File: config.mk
export PLATFORM = sky130hd
export DESIGN_NAME = qr_function_pattern_classifier
export DESIGN_NICKNAME = d
export VERILOG_FILES = /design/src/rtl/core/qrfp_pkg.sv /design/src/rtl/core/qr_function_pattern_classifier.sv /design/src/rtl/core/qrfp_classify.sv
export SDC_FILE = /design/constraint.sdc
export NUM_CORES = 1
export LEC_CHECK = 0
export ABC_AREA = 1
export BUFFER_PORTS_ARGS = -buffer_cell sky130_fd_sc_hd__buf_4
export CAP_MARGIN = 20
export CORE_MARGIN = 2
export CORE_UTILIZATION = 55
export CTS_CLUSTER_DIAMETER = 150
export DETAILED_ROUTE_END_ITERATION = 10
export PLACE_DENSITY = 0.83
export RECOVER_POWER = 100
export SKIP_LAST_GASP = 1
export SLEW_MARGIN = 20
export SYNTH_ARGS = -nofsm -noshare
export SYNTH_HDL_FRONTEND = slang
export SYNTH_SLANG_ARGS = --single-unit
export TNS_END_PERCENT = 50
File: constraint.sdc
create_clock -name clock -period 15.73 [get_ports clock]
set_clock_uncertainty 0.05 [all_clocks]
set_input_delay 0.7865 -clock clock [delete_from_list [all_inputs] [get_ports clock]]
set_output_delay 0.7865 -clock clock [all_outputs]
set_load 0.03 [all_outputs]
File: src/rtl/core/qrfp_pkg.sv
// ----------------------------------------------------------------------------
// qrfp_pkg
// Shared types, constants and the alignment center table for the QR
// function-pattern classifier.
// ----------------------------------------------------------------------------
package qrfp_pkg;

   localparam int unsigned MAX_VERSION = 40;
   localparam int unsigned VERSION_W   = 6;
   localparam int unsigned COORD_W     = 8;
   localparam int unsigned ALIGN_MAX   = 7;     // centers per axis, largest version
   localparam int unsigned REQ_DATA_W  = 2 * COORD_W;
   localparam int unsigned RSP_DATA_W  = 8;
   localparam int unsigned RSP_FLAGS_W = 3;

   localparam logic [COORD_W-1:0] SIZE_BASE   = 8'd17;
   localparam logic [COORD_W-1:0] FINDER_CTR  = 8'd3;
   localparam logic [COORD_W-1:0] FINDER_EDGE = 8'd7;
   localparam logic [COORD_W-1:0] TIMING_LINE = 8'd6;
   localparam logic [COORD_W-1:0] TIMING_LO   = 8'd8;
   localparam logic [COORD_W-1:0] ALIGN_KEEP  = 8'd10;

   // result flags, is_function in bit 0
   typedef struct packed {
      logic outside;
      logic dark;
      logic is_function;
   } qrfp_result_type;

   // alignment centers for one version, entry i at bits [8i+7:8i];
   // unused entries are zero (zero is never a real center)
   function automatic logic [ALIGN_MAX*COORD_W-1:0] align_row(
      input logic [VERSION_W-1:0] version
   );
      logic [ALIGN_MAX*COORD_W-1:0] r;
      unique case (version)
         6'd2:    r = {8'd0, 8'd0, 8'd0, 8'd0, 8'd0, 8'd18, 8'd6};
         6'd3:    r = {8'd0, 8'd0, 8'd0, 8'd0, 8'd0, 8'd22, 8'd6};
         6'd4:    r = {8'd0, 8'd0, 8'd0, 8'd0, 8'd0, 8'd26, 8'd6};
         6'd5:    r = {8'd0, 8'd0, 8'd0, 8'd0, 8'd0, 8'd30, 8'd6};
         6'd6:    r = {8'd0, 8'd0, 8'd0, 8'd0, 8'd0, 8'd34, 8'd6};
         6'd7:    r = {8'd0, 8'd0, 8'd0, 8'd0, 8'd38, 8'd22, 8'd6};
         6'd8:    r = {8'd0, 8'd0, 8'd0, 8'd0, 8'd42, 8'd24, 8'd6};
         6'd9:    r = {8'd0, 8'd0, 8'd0, 8'd0, 8'd46, 8'd26, 8'd6};
         6'd10:   r = {8'd0, 8'd0, 8'd0, 8'd0, 8'd50, 8'd28, 8'd6};
         6'd11:   r = {8'd0, 8'd0, 8'd0, 8'd0, 8'd54, 8'd30, 8'd6};
         6'd12:   r = {8'd0, 8'd0, 8'd0, 8'd0, 8'd58, 8'd32, 8'd6};
         6'd13:   r = {8'd0, 8'd0, 8'd0, 8'd0, 8'd62, 8'd34, 8'd6};
         6'd14:   r = {8'd0, 8'd0, 8'd0, 8'd66, 8'd46, 8'd26, 8'd6};
         6'd15:   r = {8'd0, 8'd0, 8'd0, 8'd70, 8'd48, 8'd26, 8'd6};
         6'd16:   r = {8'd0, 8'd0, 8'd0, 8'd74, 8'd50, 8'd26, 8'd6};
         6'd17:   r = {8'd0, 8'd0, 8'd0, 8'd78, 8'd54, 8'd30, 8'd6};
         6'd18:   r = {8'd0, 8'd0, 8'd0, 8'd82, 8'd56, 8'd30, 8'd6};
         6'd19:   r = {8'd0, 8'd0, 8'd0, 8'd86, 8'd58, 8'd30, 8'd6};
         6'd20:   r = {8'd0, 8'd0, 8'd0, 8'd90, 8'd62, 8'd34, 8'd6};
         6'd21:   r = {8'd0, 8'd0, 8'd94, 8'd72, 8'd50, 8'd28, 8'd6};
         6'd22:   r = {8'd0, 8'd0, 8'd98, 8'd74, 8'd50, 8'd26, 8'd6};
         6'd23:   r = {8'd0, 8'd0, 8'd102, 8'd78, 8'd54, 8'd30, 8'd6};
         6'd24:   r = {8'd0, 8'd0, 8'd106, 8'd80, 8'd54, 8'd28, 8'd6};
         6'd25:   r = {8'd0, 8'd0, 8'd110, 8'd84, 8'd58, 8'd32, 8'd6};
         6'd26:   r = {8'd0, 8'd0, 8'd114, 8'd86, 8'd58, 8'd30, 8'd6};
         6'd27:   r = {8'd0, 8'd0, 8'd118, 8'd90, 8'd62, 8'd34, 8'd6};
         6'd28:   r = {8'd0, 8'd122, 8'd98, 8'd74, 8'd50, 8'd26, 8'd6};
         6'd29:   r = {8'd0, 8'd126, 8'd102, 8'd78, 8'd54, 8'd30, 8'd6};
         6'd30:   r = {8'd0, 8'd130, 8'd104, 8'd78, 8'd52, 8'd26, 8'd6};
         6'd31:   r = {8'd0, 8'd134, 8'd108, 8'd82, 8'd56, 8'd30, 8'd6};
         6'd32:   r = {8'd0, 8'd138, 8'd112, 8'd86, 8'd60, 8'd34, 8'd6};
         6'd33:   r = {8'd0, 8'd142, 8'd114, 8'd86, 8'd58, 8'd30, 8'd6};
         6'd34:   r = {8'd0, 8'd146, 8'd118, 8'd90, 8'd62, 8'd34, 8'd6};
         6'd35:   r = {8'd150, 8'd126, 8'd102, 8'd78, 8'd54, 8'd30, 8'd6};
         6'd36:   r = {8'd154, 8'd128, 8'd102, 8'd76, 8'd50, 8'd24, 8'd6};
         6'd37:   r = {8'd158, 8'd132, 8'd106, 8'd80, 8'd54, 8'd28, 8'd6};
         6'd38:   r = {8'd162, 8'd136, 8'd110, 8'd84, 8'd58, 8'd32, 8'd6};
         6'd39:   r = {8'd166, 8'd138, 8'd110, 8'd82, 8'd54, 8'd26, 8'd6};
         6'd40:   r = {8'd170, 8'd142, 8'd114, 8'd86, 8'd58, 8'd30, 8'd6};
         default: r = '0;    // version 1 has no alignment pattern
      endcase
      return r;
   endfunction

endpackage

File: src/rtl/core/qr_function_pattern_classifier.sv
// ----------------------------------------------------------------------------
// qr_function_pattern_classifier
// Streams module coordinates in and tells, per coordinate, whether it is a
// function-pattern module of the configured QR version and its color.
// ----------------------------------------------------------------------------
// One beat in, one beat out. The block takes a coordinate every cycle
// unless back-pressure holds it off. The coordinate is captured in an
// input register, classified by one pass of combinational logic (finder
// and separator corners, alignment centers from a per-version table,
// timing lines, dark module) and held in the result register until the
// sink takes it. Back-pressure stalls the pipe one stage at a time, so a
// full output register does not block a new input while stage one is
// empty. Version writes (0 reads as 1, above 40 as 40) must only happen
// with the pipe empty. Format and version info areas are reported as
// ordinary data modules.
module qr_function_pattern_classifier (
   input  logic                              clock,
   input  logic                              reset,
   // input coordinates
   input  logic                              req_tvalid,
   output logic                              req_tready,
   input  logic [qrfp_pkg::REQ_DATA_W-1:0]   req_tdata,   // [7:0] column, [15:8] row
   // classification results
   output logic                              rsp_tvalid,
   input  logic                              rsp_tready,
   output logic [qrfp_pkg::RSP_DATA_W-1:0]   rsp_tdata,   // [0] is_function, [1] dark,
                                                         // [2] outside, [7:3] zero
   // version register
   input  logic                              csr_wen,
   input  logic [qrfp_pkg::VERSION_W-1:0]    csr_wdata
);
   import qrfp_pkg::*;

   logic [VERSION_W-1:0] version_ff;
   logic [VERSION_W-1:0] version_in;

   // stage 1: captured coordinate
   logic                 s1_valid_ff;
   logic                 s1_valid_in;
   logic [COORD_W-1:0]   column_ff;
   logic [COORD_W-1:0]   row_ff;

   // stage 2: result register
   logic                 rsp_valid_ff;
   logic                 rsp_valid_in;
   qrfp_result_type      result_ff;
   qrfp_result_type      result_comb;

   logic                 s2_ready;
   logic                 req_beat;

   // clamp at write so the datapath sees 1..40 only
   always_comb begin
      version_in = version_ff;
      if (csr_wen) begin
         if (csr_wdata == '0) begin
            version_in = VERSION_W'(1);
         end else if (csr_wdata > VERSION_W'(MAX_VERSION)) begin
            version_in = VERSION_W'(MAX_VERSION);
         end else begin
            version_in = csr_wdata;
         end
      end
   end

   // handshake: each stage moves when the next one is free or draining
   assign s2_ready   = !rsp_valid_ff || rsp_tready;
   assign req_tready = !s1_valid_ff || s2_ready;
   assign req_beat   = req_tvalid && req_tready;

   assign s1_valid_in  = req_beat || (s1_valid_ff && !s2_ready);
   assign rsp_valid_in = s2_ready ? s1_valid_ff : rsp_valid_ff;

   always_ff @(posedge clock) begin
      if (reset) begin
         version_ff   <= VERSION_W'(1);
         s1_valid_ff  <= 1'b0;
         rsp_valid_ff <= 1'b0;
      end else begin
         version_ff   <= version_in;
         s1_valid_ff  <= s1_valid_in;
         rsp_valid_ff <= rsp_valid_in;
      end
   end

   // payload, no reset
   always_ff @(posedge clock) begin
      if (req_beat) begin
         column_ff <= req_tdata[COORD_W-1:0];
         row_ff    <= req_tdata[REQ_DATA_W-1:COORD_W];
      end
      if (s2_ready && s1_valid_ff) begin
         result_ff <= result_comb;
      end
   end

   qrfp_classify u_classify (
      .version (version_ff),
      .column  (column_ff),
      .row     (row_ff),
      .result  (result_comb)
   );

   assign rsp_tvalid = rsp_valid_ff;
   assign rsp_tdata  = {{(RSP_DATA_W-RSP_FLAGS_W){1'b0}}, result_ff};

   // ---- checks ----
   a_dark_is_function: assert property (@(posedge clock) disable iff (reset)
      rsp_valid_ff && result_ff.dark |-> result_ff.is_function)
      else $error("dark set on a non-function module");

   a_outside_clean: assert property (@(posedge clock) disable iff (reset)
      rsp_valid_ff && result_ff.outside |-> !result_ff.is_function && !result_ff.dark)
      else $error("outside coordinate classified as function module");

   a_version_range: assert property (@(posedge clock) disable iff (reset)
      version_ff >= VERSION_W'(1) && version_ff <= VERSION_W'(MAX_VERSION))
      else $error("version register out of range");

   a_stage_advance: assert property (@(posedge clock) disable iff (reset)
      s1_valid_ff && s2_ready |=> rsp_valid_ff)
      else $error("stage one beat lost on advance");

   a_zero_version: assert property (@(posedge clock) disable iff (reset)
      csr_wen && csr_wdata == '0 |=> version_ff == VERSION_W'(1))
      else $error("version zero not mapped to one");

endmodule

File: src/rtl/core/qrfp_classify.sv
// ----------------------------------------------------------------------------
// qrfp_classify
// Combinational classification of one module coordinate against the
// finder, separator, alignment, timing and dark-module areas.
// ----------------------------------------------------------------------------
module qrfp_classify (
   input  logic [qrfp_pkg::VERSION_W-1:0] version,   // already clamped to 1..40
   input  logic [qrfp_pkg::COORD_W-1:0]   column,
   input  logic [qrfp_pkg::COORD_W-1:0]   row,
   output qrfp_pkg::qrfp_result_type      result
);
   import qrfp_pkg::*;

   typedef struct packed {
      logic               hit;
      logic [COORD_W-1:0] ctr;
      logic [1:0]         offs;
   } qrfp_axis_type;

   function automatic logic [COORD_W-1:0] abs_diff(
      input logic [COORD_W-1:0] a,
      input logic [COORD_W-1:0] b
   );
      return (a >= b) ? a - b : b - a;
   endfunction

   // centers are at least 12 apart, so at most one is within 2 of pos
   function automatic qrfp_axis_type axis_match(
      input logic [COORD_W-1:0]           pos,
      input logic [ALIGN_MAX*COORD_W-1:0] centers
   );
      qrfp_axis_type      m;
      logic [COORD_W-1:0] c;
      logic [COORD_W-1:0] diff;
      m = '0;
      for (int i = 0; i < ALIGN_MAX; i++) begin
         c    = centers[i*COORD_W +: COORD_W];
         diff = abs_diff(pos, c);
         if (c != '0 && diff <= 8'd2) begin
            m.hit  = 1'b1;
            m.ctr  = c;
            m.offs = diff[1:0];
         end
      end
      return m;
   endfunction

   logic [COORD_W-1:0]           size;
   logic [ALIGN_MAX*COORD_W-1:0] centers;
   qrfp_axis_type                mx;
   qrfp_axis_type                my;
   logic                         in_finder;
   logic [COORD_W-1:0]           fcx;
   logic [COORD_W-1:0]           fcy;
   logic [COORD_W-1:0]           fdx;
   logic [COORD_W-1:0]           fdy;
   logic [COORD_W-1:0]           fd;
   logic                         align_skip;
   logic [1:0]                   ad;
   logic                         isf;
   logic                         dk;

   assign size    = {version, 2'b00} + SIZE_BASE;
   assign centers = align_row(version);
   assign mx      = axis_match(column, centers);
   assign my      = axis_match(row, centers);

   always_comb begin
      in_finder = 1'b1;
      fcx       = FINDER_CTR;
      fcy       = FINDER_CTR;
      if (column <= FINDER_EDGE && row <= FINDER_EDGE) begin
         fcx = FINDER_CTR;
      end else if (column >= size - 8'd8 && row <= FINDER_EDGE) begin
         fcx = size - 8'd4;
      end else if (column <= FINDER_EDGE && row >= size - 8'd8) begin
         fcy = size - 8'd4;
      end else begin
         in_finder = 1'b0;
      end
   end

   assign fdx = abs_diff(column, fcx);
   assign fdy = abs_diff(row, fcy);
   assign fd  = (fdx > fdy) ? fdx : fdy;

   // no alignment pattern overlapping a finder corner
   assign align_skip = (mx.ctr < ALIGN_KEEP && my.ctr < ALIGN_KEEP) ||
                       (mx.ctr > size - ALIGN_KEEP && my.ctr < ALIGN_KEEP) ||
                       (mx.ctr < ALIGN_KEEP && my.ctr > size - ALIGN_KEEP);
   assign ad = (mx.offs > my.offs) ? mx.offs : my.offs;

   // later checks override earlier ones
   always_comb begin
      isf = 1'b0;
      dk  = 1'b0;
      if (in_finder) begin
         isf = 1'b1;
         dk  = (fd < 8'd4) && (fd != 8'd2);
      end
      if (mx.hit && my.hit && !align_skip) begin
         isf = 1'b1;
         dk  = (ad != 2'd1);
      end
      if (row == TIMING_LINE && column >= TIMING_LO && column <= size - 8'd9) begin
         isf = 1'b1;
         dk  = ~column[0];
      end
      if (column == TIMING_LINE && row >= TIMING_LO && row <= size - 8'd9) begin
         isf = 1'b1;
         dk  = ~row[0];
      end
      if (column == TIMING_LO && row == size - 8'd8) begin
         isf = 1'b1;
         dk  = 1'b1;
      end
   end

   always_comb begin
      result = '0;
      if (column >= size || row >= size) begin
         result.outside = 1'b1;
      end else begin
         result.is_function = isf;
         result.dark        = isf & dk;
      end
   end

endmodule

Word-level counts from Yosys, hierarchy flattened
Memory sizes are Yosys's and may differ from the RTL's. A register that Yosys moved wholly into a read port is not among the register bits.
Index checks and enable logic that the tools add are counted.
{ "word_totals": {"register_bits": 27, "romBits": 2304, "input_bits": 27, "mem_count": 1, "output_inout_bits": 10} }
{ "memory_table": {"columns": ["name", "depth", "word_bits", "rd", "rd_clocked_by_memory_dff", "wr", "line_no", "source"], "rows": [
  ["(no name shown)", 64, 36, 1, 1, 0, "qrfp_pkg.sv:36", "unique case (version)"]
]} }
{ "op_classes": {"reduce_logical": 49, "n_addsub": 37, "n_mux": 55, "order_cmp": 48, "bitwise": 3, "n_eq_ne": 6} }
{ "op_table": {"columns": ["op", "n"], "rows": [
  ["8-bit subtractor", 32],
  ["8-bit 2-to-1 mux", 22],
  ["8-bit >= comparator", 20],
  ["11-bit 2-to-1 mux", 14],
  ["8-bit by 2-bit less-or-equal comparator with 1-bit output, second input constant", 14],
  ["8-bit nonzero test", 7],
  ["1-bit logical AND", 31],
  ["8-bit > comparator", 3],
  ["6-bit 2-to-1 mux", 4],
  ["8-bit by 4-bit subtractor with 8-bit output, second input constant", 3],
  ["8-bit by 3-bit equality test with 1-bit output, second input constant", 2],
  ["8-bit by 4-bit >= comparator with 1-bit output, second input constant", 2],
  ["8-bit by 3-bit less-or-equal comparator with 1-bit output, second input constant", 2],
  ["8-bit less-or-equal comparator", 2],
  ["8-bit by 4-bit less-than comparator with 1-bit output, second input constant", 2],
  ["1-bit 2-to-1 mux", 14],
  ["8-bit by 5-bit adder with 8-bit output, second input constant", 1],
  ["8-bit by 4-bit equality test with 1-bit output, second input constant", 1],
  ["8-bit equality test", 1],
  ["8-bit by 3-bit less-than comparator with 1-bit output, second input constant", 1],
  ["8-bit by 2-bit != test with 1-bit output, second input constant", 1],
  ["8-bit by 3-bit subtractor with 8-bit output, second input constant", 1],
  ["6-bit > comparator, second input constant", 1],
  ["6-bit zero test", 1],
  ["other kinds (7)", 16]
]} }

Longest topological paths before layout
{ "depth": {"ltp_word": 22, "depth_mapped": 49} }

Modules after synthesis
Synthesis repeated with hierarchy kept, for this count alone.
{ "unflattened": {"cells_unflattened": 2488, "hier_area_um2": 14687.8} }
{ "modules_own_cells": {"columns": ["module", "area_each_um2", "seq_area_each_um2", "cells_each", "n_inst"], "rows": [
  ["qrfp_classify", 13719.4, 0.0, 2412, 1],
  ["qr_function_pattern_classifier", 968.4, 730.7, 76, 1]
]} }

Worst setup path after synthesis
Ideal clock, no wire load.
{ "synth_timing": {"path_kind": "flip-flop to flip-flop", "startpoint": "register column_ff[2]", "endpoint": "register result_ff (netlist bit rsp_tdata[1]), data pin", "path_buffers": 1, "path_stages_with_launch": 38, "arrival_time_ps": 5532, "slack_ps": 10007, "synth_period_minus_slack_ps": 5723, "setup_ps": 140, "path_cell_list": "edfxtp_1 inv_1 ha_1 a21oi_1 nor2_1 nor2_1 nor2_1 o21ai_0 nor2_1 inv_1 nor2_1 ha_1 nand2_1 o21ai_0 nand2_1 nand3_1 clkbuf_1 nand2_1 (+2 left out) o211ai_1 xor2_1 ha_1 nand2_1 nor2_1 nand2_1 o211ai_1 o21ai_0 a211o_1 nor2_1 nand3_1 o21ai_0 o211ai_1 nand2_1 nand3_1 nand2_1 nand2_1 a21oi_2"} }
{ "synth_between": {"elab_chain_cells": 22} }
{ "synth_lines": {"columns": ["item", "line_no", "source"], "rows": [
  ["start: declaration", "qr_function_pattern_classifier.sv:40", "logic [COORD_W-1:0] column_ff;"],
  ["start signal: assignment", "qr_function_pattern_classifier.sv:89", "column_ff <= req_tdata[COORD_W-1:0];"],
  ["branches (longest 22 deep; another with 8-bit by 3-bit less-or-equal comparator with 1-bit output)", null, null],
  ["end signal: assignment", "qr_function_pattern_classifier.sv:93", "result_ff <= result_comb;"],
  ["end: declaration", "qr_function_pattern_classifier.sv:46", "qrfp_result_type result_ff;"]
]} }
Several ways; the timed one is not identified.
A chain may end at the register's enable or synchronous reset.

Final worst setup path
{ "layout_timing": {"startpoint": "register version_ff[2]", "endpoint": "register result_ff (netlist bit rsp_tdata[1]), data pin"} }
{ "layout_between": {"elab_chain_cells": 19} }
{ "layout_lines": {"columns": ["item", "line_no", "source"], "rows": [
  ["start: declaration", "qr_function_pattern_classifier.sv:34", "logic [VERSION_W-1:0] version_ff;"],
  ["start signal: assignment", "qr_function_pattern_classifier.sv:80", "version_ff <= version_in;"],
  ["8-bit by 5-bit adder with 8-bit output *", "qrfp_classify.sv:63", "assign size = {version, 2'b00} + SIZE_BASE;"],
  ["8-bit by 4-bit subtractor with 8-bit output", "qrfp_classify.sv:74, qrfp_classify.sv:76, qrfp_classify.sv:113", null],
  ["8-bit >= comparator", "qrfp_classify.sv:76", "end else if (column <= FINDER_EDGE && row >= size - 8'd8) begin"],
  ["1-bit logical AND", "qrfp_classify.sv:76", null],
  ["8-bit 2-to-1 mux", "qrfp_classify.sv:76", null],
  ["8-bit 2-to-1 mux", "qrfp_classify.sv:74", "end else if (column >= size - 8'd8 && row <= FINDER_EDGE) begin"],
  ["8-bit 2-to-1 mux", "qrfp_classify.sv:72", "if (column <= FINDER_EDGE && row <= FINDER_EDGE) begin"],
  ["8-bit subtractor or 8-bit >= comparator (tied branches)", "qrfp_classify.sv:24", "return (a >= b) ? a - b : b - a;"],
  ["(+3 left out)", null, null],
  ["8-bit by 3-bit less-than comparator with 1-bit output or 8-bit by 2-bit != test with 1-bit output (tied branches)", "qrfp_classify.sv:99", "dk = (fd < 8'd4) && (fd != 8'd2);"],
  ["1-bit logical AND", "qrfp_classify.sv:99", null],
  ["1-bit 2-to-1 mux", "qrfp_classify.sv:97", "if (in_finder) begin"],
  ["1-bit 2-to-1 mux", "qrfp_classify.sv:101", "if (mx.hit && my.hit && !align_skip) begin"],
  ["1-bit 2-to-1 mux", "qrfp_classify.sv:105", "if (row == TIMING_LINE && column >= TIMING_LO && column <= size - 8'd9) begin"],
  ["1-bit 2-to-1 mux", "qrfp_classify.sv:109", "if (column == TIMING_LINE && row >= TIMING_LO && row <= size - 8'd9) begin"],
  ["1-bit 2-to-1 mux", "qrfp_classify.sv:113", "if (column == TIMING_LO && row == size - 8'd8) begin"],
  ["1-bit bitwise AND", "qrfp_classify.sv:125", "result.dark = isf & dk;"]
]} }
Every way passes the cells marked *; elsewhere a longest branch is shown, timed or not.

==> results.py <==
metrics = {
    "clock_tree": {
        "clk_pin_slew_ps": 50,
        "cts_made_buffers": 9,
        "cts_tree": "done",
        "post_cts_buffers": 0,
        "root_buffer": "clkbuf_16",
        "clk_latency_ps": 340,
        "cts.path.max_buffers": 2,
        "cts_resized": 0,
        "holdBufCountCts": 0,
        "cts.sinks": 60,
        "htreeDepth": 3,
    },
    "run_status": {
        "status": "complete, no violations",
    },
    "global_routing": {
        "grt-ovfl-total": 0,
        "grt_antenna_before_repair": 0,
        "first_global_vias": 14900,
        "grt_max_degree": 27,
        "grt.total_usage_pct": 34.9,
        "grt_pass1_wl_um": 78300,
    },
    "sta": {
        "slew_violations": 0,
        "max_freq_mhz": 147,
        "fin_setup_tns_ps": 0,
        "period_share_pct": 43.2,
        "min_period_ps": 6790,
        "hold_slack_ps": 453,
        "rsz0062_at_grt": "false",
        "finalSetupViolCount": 0,
        "finalHoldViolations": 0,
        "tightest_slew_ps": 1080,
        "final.setup.worst_slack_ps": 8940,
        "slew_headroom_pct": 28.2,
    },
    "logic_synthesis": {
        "syn_area_um2": 14800,
        "synth_most_common_cell": "nand2_1",
        "synth_edf_count": 19,
        "synthFlopType": "dfxtp_1",
        "ys_ff_latch": 60,
        "synthTopCellsByCount": "nand2_1, inv_1, ha_1",
        "syn_avg_cell_area_um2": 6.33,
        "async_flop_share_pct": 0,
        "syn_inst": 2333,
        "synth_top_area_share_pct": 20.7,
        "ys_warn_count": 0,
        "yosysTopAreaCell": "ha_1",
        "synth.distinct_cells": 69,
        "synth_top_cells_by_area": "ha_1, nand2_1, inv_1, nand3_1, dfxtp_1",
        "ys_seq_area_share_pct": 9.42,
    },
    "pwr": {
        "sequentialPowerShare_pct": 19.5,
        "swShare_pct": 50.3,
        "p_int_w": 0.000515,
        "pwr-share-clk_pct": 18.8,
        "p_leak_nw": 8.10,
        "cellPowerDensity_nw_per_um2": 66.8,
        "switchingPower_w": 0.000521,
        "vdd_drop_max_mv": 0.0568,
        "comb_power_share_pct": 61.6,
    },
    "setup_path": {
        "ff2ff_setup_slack_ps": 8940,
        "startpoint": "version_ff[2]",
        "timing.rr.start": "version_ff[2]",
        "required_ps": 15870,
        "worstPathArrival_ps": 6930,
        "critPathLaunchType": "flip-flop",
        "crit_slowest_cell": "dfxtp_1",
        "cpPeakStageDelay_ps": 620,
        "end_kind": "flip-flop",
        "crit_top_cell": "nor2_1",
        "r2r_end": "rsp_tdata[1]",
        "rr_worst_depth": 41,
        "crit_fanout": 12,
        "crit_type": "reg2reg",
    },
    "placement": {
        "place_area_um2": 15300,
        "dp_hpwl_um": 38100,
        "io_buffers": 31,
        "dp_slack_ps": 9070,
        "gp_congestion": 1.06,
    },
    "worst_hold_path": {
        "hp-start": "s1_valid_ff",
        "whs_path_depth": 2,
        "hold_end": "rsp_tvalid",
        "hold_path.class": "reg2reg",
    },
    "drt": {
        "drtIter0Drc": 1694,
        "wl_um": 49900,
        "drt_pass1_iterations": 8,
        "drc": 0,
        "viasPerCell": 5.91,
        "ant_nets": 0,
        "post_drt_wl_per_cell_um": 18.6,
        "vias": 15900,
    },
    "cells_and_area": {
        "drive_gt1_share_pct": 7.02,
        "design_area_um2": 15500,
        "nets": 2649,
        "fin_util_pct": 59.2,
        "n_antenna_cell": 0,
        "areaGrowthSynthToFinish_pct": 5.00,
    },
    "job": {
        "drv_cap": 0,
    },
    "floorplan": {
        "die_h_um": 168,
        "dieArea_um2": 28200,
        "start_util_pct": 56.4,
        "die_w_um": 168,
        "ios": 37,
        "row_count": 59,
        "design.core.area_um2": 26200,
    },
}
## critical path, delay by kind of cell, from the launching register on
family,cells,cell delay (ps)
flip-flops,1,620
AO/OA/AOI/OAI,11,2060
buffers and inverters,3,340
adder cells (fa/ha/maj),3,840
XOR/XNOR,1,260
AND/OR/NAND/NOR,23,2440
## placed cells by master, fill, tap and decap left out, types with 9 or more instances in the layout
cell	Yosys	final
nor2_1	191	191
a21oi_1	152	154
nand4_1	40	40
nor2_2	14	14
o21ai_1	13	13
xnor2_1	22	22
nor3_1	23	23
nand2_2	14	14
ha_1	244	244
xor2_1	67	67
a31oi_1	9	9
o211ai_1	14	14
o21ai_0	132	132
o21a_1	10	10
nor2_4	11	11
buf_4	14	27
inv_1	303	304
clkbuf_16	0	9
nand3_1	165	165
inv_2	19	18
dfxtp_1	41	41
fa_1	32	32
nand3_2	9	9
a21o_1	13	13
nand2_1	603	603
or2_2	9	9
nand3b_1	16	16
edfxtp_1	19	19
clkbuf_4	0	18
## flip-flops by register name, summed over array words and instances (netlist names)
name                count
column_ff               8
s1_valid_ff             1
row_ff                  8
version_ff              6
rsp_tvalid              1
u_classify.centers     33
rsp_tdata               3
## routing by layer
layer,GRT usage [%],part of all wire [%],vias up
li1,-,-,7652
met1,46.7,41,7142
met2,55.4,43,904
met3,5.12,11,165
met4,16.7,5.1,0
met5,0,0,-
## metrics by stage
stage	total power, W	instances
after floorplan	0.000670	2337
after global placement	0.000809	2670
after detailed placement	0.000824	2670
after CTS	0.00102	2685
after global routing	0.00112	2685
final	0.00104	2685
## power by group through the flow
stage | registers [W] | clock network (W) | logic [W]
finish | 0.000202 | 0.000195 | 0.000638
global placement | 0.000203 | 0 | 0.000606
CTS | 0.000200 | 0.000197 | 0.000623
global route | 0.000202 | 0.000204 | 0.000712
floorplan | 0.000196 | 0 | 0.000474
detailed placement | 0.000203 | 0 | 0.000620
## final cells by class
| cell class | instances | area, µm² |
|---|---|---|
| well taps | 335 | 419 |
| clock buffers | 9 | 225 |
| clock inverters | 6 | 62.6 |
| flip-flops and latches | 60 | 1390 |
| fillers | 2542 | 10700 |
| inverters | 330 | 1250 |
| repair buffers | 53 | 368 |
| multi-input cells | 1892 | 11800 |
## worst max path at each step
| stage | cells after the start | endpoint |
|---|---|---|
| 3_3_place_gp | 40 | rsp_tdata[1] |
| 6_report | 41 | rsp_tdata[1] |
| 3_5_place_dp | 42 | rsp_tdata[1] |
| 2_1_floorplan | 37 | rsp_tdata[1] |
| 4_1_cts | 42 | rsp_tdata[1] |
| 5_1_grt | 42 | rsp_tdata[1] |
## kinds of logic after synthesis
family	count (synthesis)	share of synthesized area, %
adder cells (fa/ha/maj)	276	25.0
XOR/XNOR	89	5.28
AO/OA/AOI/OAI	405	15.9
multiplexers	5	0.347
flip-flops	60	9.42
buffers and inverters	385	10.8
AND/OR/NAND/NOR	1112	33.3
other	1	0.0254
(Power assumes the default switching activity.)
